$ cat config.mk
export PLATFORM = sky130hd
export DESIGN_NAME = scv_ctrl
export DESIGN_NICKNAME = d
export VERILOG_FILES = /design/src/sv/scv_pkg.sv /design/src/sv/scv_ctrl.sv
export SDC_FILE = /design/constraint.sdc
export NUM_CORES = 1
export LEC_CHECK = 0
export BUFFER_PORTS_ARGS = -buffer_cell sky130_fd_sc_hd__buf_4
export CAP_MARGIN = 40
export CORE_AREA = 2 2 135 150
export DETAILED_ROUTE_END_ITERATION = 8
export DIE_AREA = 0 0 137 152
export HOLD_SLACK_MARGIN = 0.05
export SLEW_MARGIN = 20
export SYNTH_ARGS = -nofsm -noshare
export SYNTH_HDL_FRONTEND = slang
export SYNTH_SLANG_ARGS = --single-unit
$ cat constraint.sdc
create_clock -name clk -period 8.4 [get_ports clk]
set_clock_uncertainty 0.05 [all_clocks]
set_input_delay 1.26 -clock clk [delete_from_list [all_inputs] [get_ports clk]]
set_output_delay 1.26 -clock clk [all_outputs]
set_load 0.01 [all_outputs]
$ cat src/sv/scv_pkg.sv
// Shared constants, codes and types for the strided 3x3 convolution block.
`default_nettype none
package scv_pkg;

  localparam int MAX_WIDTH  = 1024;
  localparam int MAX_HEIGHT = 4096;
  localparam int MAX_STEP   = 8;
  localparam int KROWS      = 3;
  localparam int KCOLS      = 3;
  localparam int KTAPS      = KROWS * KCOLS;

  localparam int COL_W   = $clog2(MAX_WIDTH);
  localparam int ROW_W   = $clog2(MAX_HEIGHT);
  localparam int WID_W   = 11;
  localparam int HGT_W   = 13;
  localparam int STEP_W  = 4;
  localparam int WIDX_W  = 4;
  localparam int SMP_W   = 16;
  localparam int PROD_W  = 2 * SMP_W;
  localparam int RSUM_W  = PROD_W + 2;
  localparam int SUM_W   = 40;
  localparam int CIDX_W  = 2;
  localparam int CDATA_W = HGT_W;

  localparam logic [CIDX_W-1:0] CFG_WIDTH  = 2'd0;
  localparam logic [CIDX_W-1:0] CFG_HEIGHT = 2'd1;
  localparam logic [CIDX_W-1:0] CFG_STEP   = 2'd2;

  localparam logic CMD_LOAD   = 1'b0;
  localparam logic CMD_SAMPLE = 1'b1;

  typedef logic [KTAPS-1:0][SMP_W-1:0] kvec_t;

  // item leaving the raster control stage
  typedef struct packed {
    logic              valid;
    logic              cmd;
    logic [WIDX_W-1:0] widx;
    logic [SMP_W-1:0]  smp;
    logic [COL_W-1:0]  col;
    logic              emit;
    logic [ROW_W-1:0]  orow;
    logic [COL_W-1:0]  ocol;
    logic              last;
  } fe_t;

  // result bookkeeping that travels beside the MAC pipeline
  typedef struct packed {
    logic             valid;
    logic [ROW_W-1:0] orow;
    logic [COL_W-1:0] ocol;
    logic             last;
  } meta_t;

endpackage
`default_nettype wire

$ cat src/sv/scv_ctrl.sv
// Configuration registers, raster position and stride bookkeeping.
`default_nettype none
module scv_ctrl (
  input  wire logic                          clk,
  input  wire logic                          rst,
  input  wire logic                          en,
  input  wire logic                          acc,
  input  wire logic                          cfg_valid,
  input  wire logic [scv_pkg::CIDX_W-1:0]    cfg_index,
  input  wire logic [scv_pkg::CDATA_W-1:0]   cfg_data,
  input  wire logic                          command,
  input  wire logic [scv_pkg::WIDX_W-1:0]    weight_index,
  input  wire logic signed [scv_pkg::SMP_W-1:0] sample_value,
  output scv_pkg::fe_t                       fe,
  output logic                               rd_en,
  output logic [scv_pkg::COL_W-1:0]          rd_addr
);
  import scv_pkg::*;

  logic [WID_W-1:0]  width;
  logic [HGT_W-1:0]  height;
  logic [STEP_W-1:0] step;
  logic [COL_W-1:0]  col_count;
  logic [ROW_W-1:0]  row_count;
  logic [STEP_W-1:0] c_ph;
  logic [STEP_W-1:0] r_ph;
  logic [COL_W-1:0]  c_idx;
  logic [ROW_W-1:0]  r_idx;

  logic [COL_W-1:0]  col_count_next;
  logic [ROW_W-1:0]  row_count_next;
  logic [STEP_W-1:0] c_ph_next;
  logic [STEP_W-1:0] r_ph_next;
  logic [COL_W-1:0]  c_idx_next;
  logic [ROW_W-1:0]  r_idx_next;
  fe_t               fe_next;

  logic [WID_W-1:0]  w_in;
  logic [HGT_W-1:0]  h_in;
  logic [STEP_W-1:0] s_in;
  logic              col_last;
  logic              row_last;
  logic              col_ge;
  logic              row_ge;

  assign w_in = cfg_data[WID_W-1:0];
  assign h_in = cfg_data;
  assign s_in = cfg_data[STEP_W-1:0];

  assign col_last = ({1'b0, col_count} == width - WID_W'(1));
  assign row_last = ({1'b0, row_count} == height - HGT_W'(1));
  assign col_ge   = (col_count >= COL_W'(KCOLS - 1));
  assign row_ge   = (row_count >= ROW_W'(KROWS - 1));

  assign rd_en   = acc;
  assign rd_addr = col_count;

  always_comb begin
    col_count_next = col_count;
    row_count_next = row_count;
    c_ph_next      = c_ph;
    r_ph_next      = r_ph;
    c_idx_next     = c_idx;
    r_idx_next     = r_idx;
    if (col_last) begin
      col_count_next = '0;
      c_ph_next      = '0;
      c_idx_next     = '0;
      if (row_last) begin
        row_count_next = '0;
        r_ph_next      = '0;
        r_idx_next     = '0;
      end else begin
        row_count_next = row_count + ROW_W'(1);
        if (row_ge) begin
          if (r_ph == step - STEP_W'(1)) begin
            r_ph_next  = '0;
            r_idx_next = r_idx + ROW_W'(1);
          end else begin
            r_ph_next = r_ph + STEP_W'(1);
          end
        end
      end
    end else begin
      col_count_next = col_count + COL_W'(1);
      if (col_ge) begin
        if (c_ph == step - STEP_W'(1)) begin
          c_ph_next  = '0;
          c_idx_next = c_idx + COL_W'(1);
        end else begin
          c_ph_next = c_ph + STEP_W'(1);
        end
      end
    end

    fe_next.valid = acc;
    fe_next.cmd   = command;
    fe_next.widx  = weight_index;
    fe_next.smp   = sample_value;
    fe_next.col   = col_count;
    fe_next.emit  = col_ge && row_ge && (c_ph == '0) && (r_ph == '0);
    fe_next.orow  = r_idx;
    fe_next.ocol  = c_idx;
    fe_next.last  = ((WID_W'(col_count) + WID_W'(step)) >= width) &&
                    ((HGT_W'(row_count) + HGT_W'(step)) >= height);
  end

  always_ff @(posedge clk) begin
    if (rst) begin
      width     <= WID_W'(1024);
      height    <= HGT_W'(1024);
      step      <= STEP_W'(1);
      col_count <= '0;
      row_count <= '0;
      c_ph      <= '0;
      r_ph      <= '0;
      c_idx     <= '0;
      r_idx     <= '0;
    end else if (cfg_valid) begin
      case (cfg_index)
        CFG_WIDTH: begin
          if (w_in < WID_W'(KCOLS)) width <= WID_W'(KCOLS);
          else if (w_in > WID_W'(MAX_WIDTH)) width <= WID_W'(MAX_WIDTH);
          else width <= w_in;
        end
        CFG_HEIGHT: begin
          if (h_in < HGT_W'(KROWS)) height <= HGT_W'(KROWS);
          else if (h_in > HGT_W'(MAX_HEIGHT)) height <= HGT_W'(MAX_HEIGHT);
          else height <= h_in;
        end
        CFG_STEP: begin
          if (s_in == '0) step <= STEP_W'(1);
          else if (s_in > STEP_W'(MAX_STEP)) step <= STEP_W'(MAX_STEP);
          else step <= s_in;
        end
        default: begin
        end
      endcase
      if (cfg_index inside {CFG_WIDTH, CFG_HEIGHT, CFG_STEP}) begin
        col_count <= '0;
        row_count <= '0;
        c_ph      <= '0;
        r_ph      <= '0;
        c_idx     <= '0;
        r_idx     <= '0;
      end
    end else if (acc && command == CMD_SAMPLE) begin
      col_count <= col_count_next;
      row_count <= row_count_next;
      c_ph      <= c_ph_next;
      r_ph      <= r_ph_next;
      c_idx     <= c_idx_next;
      r_idx     <= r_idx_next;
    end
  end

  always_ff @(posedge clk) begin
    if (rst) begin
      fe <= '0;
    end else if (en) begin
      fe <= fe_next;
    end
  end

`ifndef SYNTHESIS
  a_col_in_row: assert property (@(posedge clk) disable iff (rst)
    {1'b0, col_count} < width)
    else $error("column position beyond row width");
  a_row_in_frame: assert property (@(posedge clk) disable iff (rst)
    {1'b0, row_count} < height)
    else $error("row position beyond frame height");
  a_phase_in_step: assert property (@(posedge clk) disable iff (rst)
    (c_ph < step) && (r_ph < step))
    else $error("stride phase out of range");
`endif

endmodule
`default_nettype wire

==> flow_summary.html <==
<table>
<tr><th>Metric</th><th>Value</th></tr>
<tr><th colspan="2">Pwr</th></tr>
<tr><td>Leakage</td><td>0.00402 uW</td></tr>
<tr><td>Worst ir drop on vdd</td><td>0.000135 V</td></tr>
<tr><td>Power per unit of standard cell area</td><td>174 mW/mm^2</td></tr>
<tr><th colspan="2">Setup path</th></tr>
<tr><td>Highest fanout seen on the critical path</td><td>15</td></tr>
<tr><td>Reg-to-reg setup timing slack</td><td>4470 ps</td></tr>
<tr><td>Critical Path Slowest Stage Cell</td><td>sky130_fd_sc_hd__o31ai_4</td></tr>
<tr><td>Stage delay of the slowest cell on the critical path</td><td>520 ps</td></tr>
<tr><td>Cell type with the highest occurrence count on the critical path</td><td>sky130_fd_sc_hd__or4_1</td></tr>
<tr><td>Kind of launch point of the worst setup path</td><td>flop</td></tr>
<tr><td>Total buffers and inverters traversed by the critical path</td><td>2</td></tr>
<tr><td>Cell Chain, Critical Path</td><td>inv_1, ha_1, or3b_1, or4_1, a2111oi_0, o311ai_2, o31ai_4, buf_8, or2_1, or4_1, nand2_1</td></tr>
<tr><td>Worst path arrival time</td><td>4200 ps</td></tr>
<tr><td>Required time of the worst setup path</td><td>8670 ps</td></tr>
<tr><td>Crit path capture type</td><td>flop</td></tr>
<tr><td>Critical path class</td><td>flop to flop</td></tr>
<tr><td>Kind of cell adding the most delay to the critical path</td><td>simple AND/OR/NAND/NOR gates</td></tr>
<tr><th colspan="2">Logic synthesis</th></tr>
<tr><td>Post-synthesis average cell area</td><td>8.54 sq um</td></tr>
<tr><td>Flip-flop and latch count after synthesis</td><td>136</td></tr>
<tr><td>Total nets after synthesis</td><td>1001</td></tr>
<tr><td>Top flip-flop cell by instance count after synthesis</td><td>sky130_fd_sc_hd__dfxtp_1</td></tr>
<tr><td>Top cell type by total area after synthesis</td><td>sky130_fd_sc_hd__dfxtp_1</td></tr>
<tr><td>Top cells by area in the synthesized netlist</td><td>sky130_fd_sc_hd__dfxtp_1 35%, sky130_fd_sc_hd__mux2i_1 7.6%, sky130_fd_sc_hd__ha_1 7.2%, sky130_fd_sc_hd__nor2_1 6.3%, sky130_fd_sc_hd__xnor2_1 4.5%</td></tr>
<tr><td>Syn Std Cell Area</td><td>0.00780 sq mm</td></tr>
<tr><td>Dominant cell by count in the synthesized netlist</td><td>sky130_fd_sc_hd__dfxtp_1</td></tr>
<tr><td>Top-area cell type share of the netlist area</td><td>34.9%</td></tr>
<tr><td>Count of unique library cells instantiated by Yosys</td><td>71</td></tr>
<tr><td>Seq/Total Area, Yosys</td><td>34.9%</td></tr>
<tr><td>EDFF count, synth</td><td>0</td></tr>
<tr><td>Mapped Cells</td><td>913</td></tr>
<tr><td>Syn. warnings</td><td>0</td></tr>
<tr><td>Asr flop ratio synth</td><td>0%</td></tr>
<tr><td>Synth cell count leaders</td><td>136 x sky130_fd_sc_hd__dfxtp_1, 131 x sky130_fd_sc_hd__nor2_1, 59 x sky130_fd_sc_hd__mux2i_1</td></tr>
<tr><th colspan="2">Clocking</th></tr>
<tr><td>CTS sink cnt</td><td>136</td></tr>
<tr><td>Clock Tree Buf Depth</td><td>2</td></tr>
<tr><td>CTS Buf Count</td><td>17</td></tr>
<tr><td>Cts hold-fix bufs</td><td>0</td></tr>
<tr><td>CTS tree</td><td>done</td></tr>
<tr><td>Clock transition at path regs</td><td>60 ps</td></tr>
<tr><td>Clock Latency Late Sink</td><td>420 ps</td></tr>
<tr><td>Library cell used as clock root buffer</td><td>sky130_fd_sc_hd__clkbuf_16</td></tr>
<tr><td>Clock H-tree levels</td><td>4</td></tr>
<tr><td>Number of resized instances in the post-cts repair step</td><td>0</td></tr>
<tr><td>Number of setup buffers added after CTS</td><td>0</td></tr>
<tr><th colspan="2">Floorplan</th></tr>
<tr><td>Io pins</td><td>108</td></tr>
<tr><td>Cell row count</td><td>54</td></tr>
<tr><td>Starting utilization of the core area</td><td>40.1%</td></tr>
<tr><td>Die Area</td><td>0.0208 sq mm</td></tr>
<tr><td>Area of the placeable core</td><td>0.0195 sq mm</td></tr>
<tr><td>Die width</td><td>137 microns</td></tr>
<tr><td>Die outline height</td><td>152 microns</td></tr>
<tr><th colspan="2">Drt</th></tr>
<tr><td>Wire length on met3</td><td>941 microns</td></tr>
<tr><td>Detailed-route via count</td><td>6537</td></tr>
<tr><td>First DRT Iteration DRCs</td><td>289</td></tr>
<tr><td>Pre-Repair DR Iteration Count</td><td>5</td></tr>
<tr><td>Routed wl met2</td><td>8710 microns</td></tr>
<tr><td>Drt drc</td><td>0</td></tr>
<tr><td>Antenna violation net count after detailed routing</td><td>0</td></tr>
<tr><td>Top routing layer in use</td><td>met4</td></tr>
<tr><td>Average detailed-routed wire length per instance</td><td>15.3 microns</td></tr>
<tr><td>Vias per inst</td><td>5.23</td></tr>
<tr><td>Met1 wire length</td><td>9300 microns</td></tr>
<tr><td>Wire length after detailed routing</td><td>19200 microns</td></tr>
<tr><th colspan="2">Global routing</th></tr>
<tr><td>Grt ovf</td><td>0</td></tr>
<tr><td>Global-route wire length before repair</td><td>32200 microns</td></tr>
<tr><td>Initial antenna violation count</td><td>0</td></tr>
<tr><td>Vias in the first global route</td><td>6307</td></tr>
<tr><td>Pin count of the biggest net entering global routing</td><td>68</td></tr>
<tr><td>Total Routing Usage GR</td><td>19.0%</td></tr>
<tr><th colspan="2">Outcome</th></tr>
<tr><td>Result of the run</td><td>complete, no violations</td></tr>
<tr><th colspan="2">Timing</th></tr>
<tr><td>Time the worst path needs with I/O delays and setup</td><td>3930 ps</td></tr>
<tr><td>PnR worst setup slack</td><td>4470 ps</td></tr>
<tr><td>Worst Max-Slew Pin Slew</td><td>874 ps</td></tr>
<tr><td>Setup total negative slack</td><td>0 ps</td></tr>
<tr><td>Worst slew margin</td><td>40.8%</td></tr>
<tr><td>Unrepaired setup endpoints after global routing</td><td>no</td></tr>
<tr><td>Number of hold violations in the final report</td><td>0</td></tr>
<tr><td>Final setup violation count</td><td>0</td></tr>
<tr><td>Share of the clock period used by the worst path</td><td>46.8%</td></tr>
<tr><td>Maximum clock frequency</td><td>0.254 GHz</td></tr>
<tr><td>Final number of max-transition violations</td><td>0</td></tr>
<tr><th colspan="2">Place</th></tr>
<tr><td>Worst slack, placed</td><td>4440 ps</td></tr>
<tr><td>Post-detailed-placement half-perimeter wirelength</td><td>13600 microns</td></tr>
<tr><td>Final weighted congestion in routability-driven placement</td><td>0.803</td></tr>
<tr><td>IO Port Bufs</td><td>107</td></tr>
<tr><th colspan="2">Final layout</th></tr>
<tr><td>Count of fill cells added during filler insertion</td><td>1938</td></tr>
<tr><td>Count of antenna diodes in the layout</td><td>0</td></tr>
<tr><td>Ratio of cells with drive above 1 in the final layout</td><td>16.0%</td></tr>
<tr><td>Syn-to-layout area delta</td><td>19.8%</td></tr>
<tr><td>Nets</td><td>1074</td></tr>
<tr><th colspan="2">Flow run</th></tr>
<tr><td>Max cap viols</td><td>0</td></tr>
<tr><th colspan="2">Hold path</th></tr>
<tr><td>Hold crit path type</td><td>flop to flop</td></tr>
</table>
[worst reg2reg max path: cells and delay by family (launching register included)]
| kind | cells | cell delay [ps] |
|---|---|---|
| DFF | 1 | 370 |
| AOI/OAI and AO/OA | 3 | 1240 |
| and+or+nand+nor | 5 | 1580 |
| adders and majority gates | 1 | 250 |
| buffers and inverters | 2 | 330 |
[cell usage in the layout (no fill, tap or decap), types with 6 or more instances in the layout]
cell,instances
sky130_fd_sc_hd__xor2_1,36
sky130_fd_sc_hd__a22oi_1,15
sky130_fd_sc_hd__clkbuf_16,17
sky130_fd_sc_hd__nand3_1,23
sky130_fd_sc_hd__o31ai_1,6
sky130_fd_sc_hd__nand2b_1,13
sky130_fd_sc_hd__nor2b_1,14
sky130_fd_sc_hd__dfxtp_1,136
sky130_fd_sc_hd__buf_4,110
sky130_fd_sc_hd__nand2_1,36
sky130_fd_sc_hd__o21ai_1,12
sky130_fd_sc_hd__ha_1,45
sky130_fd_sc_hd__or4_1,7
sky130_fd_sc_hd__inv_1,50
sky130_fd_sc_hd__and3_1,16
sky130_fd_sc_hd__inv_6,6
sky130_fd_sc_hd__xnor2_1,40
sky130_fd_sc_hd__mux2i_1,59
sky130_fd_sc_hd__or3_1,21
sky130_fd_sc_hd__nor3_1,12
sky130_fd_sc_hd__nor3b_1,9
sky130_fd_sc_hd__o21ai_0,25
sky130_fd_sc_hd__a21oi_1,36
sky130_fd_sc_hd__nor4_1,13
sky130_fd_sc_hd__nand4_1,8
sky130_fd_sc_hd__nor2_1,131
sky130_fd_sc_hd__a21o_1,13
[final timing paths]
check / cells past startpoint / endpoint / from
setup reg to reg: 11 / c_idx[6]$_SDFFE_PP0P_ / width[0]$_SDFFE_PP0P_
hold / removal: 1 / r_idx[11]$_SDFFE_PP0P_ / r_idx[11]$_SDFFE_PP0P_
setup / recovery: 11 / c_idx[6]$_SDFFE_PP0P_ / width[0]$_SDFFE_PP0P_
hold reg to reg: 1 / r_idx[11]$_SDFFE_PP0P_ / r_idx[11]$_SDFFE_PP0P_
[logic make-up after synthesis]
kind of cell	synth area share, %
and+or+nand+nor	21.7
AOI/OAI and AO/OA	13.3
buffers and inverters	6.16
xor gates and xnor gates	8.53
DFF	34.9
adders and majority gates	7.73
muxes	7.72
[power by group]
group          leakage (uW)  total (uW)  internal [uW]  switching, uW
Clock              0.000297         795            483            312
Combinational       0.00262         162           74.8           87.3
Sequential          0.00110         673            657           15.1
[metrics by stage]
step	total power (uW)	cell area, sq um	hold slack (ps)	utilization [%]	cells
after floorplan	793	7800	382	-	913
after global placement	845	8650	410	44.4	1216
after detailed placement	849	8720	415	44.8	1219
after CTS	1650	9340	423	48.0	1251
after global routing	1700	9340	445	48.0	1251
final	1630	9340	426	48.0	1251
[routing by layer]
metal,global-route usage (%),vias up
li1,-,3342
met1,26.8,3053
met2,29.7,128
met3,3.30,14
met4,5.69,0
met5,0,-
[registers in the layout (all words and copies together), names as in the netlist]
signal,count
r_idx,12
c_idx,10
step,4
fe,56
rd_addr,10
r_ph,4
c_ph,4
height,13
row_count,12
width,11
[area by class of cell]
class / instances / area, sq um / share of cell area [%]
Inverter: 50 / 188 / 2.01
Sequential cell: 136 / 2720 / 29.1
Multi-Input combinational cell: 668 / 4600 / 49.2
Tap cell: 252 / 315 / 3.37
Timing Repair Buffer: 113 / 896 / 9.59
Clock inverter: 14 / 185 / 1.98
Clock buffer: 18 / 439 / 4.70
Power figures use the tool's default switching activity.
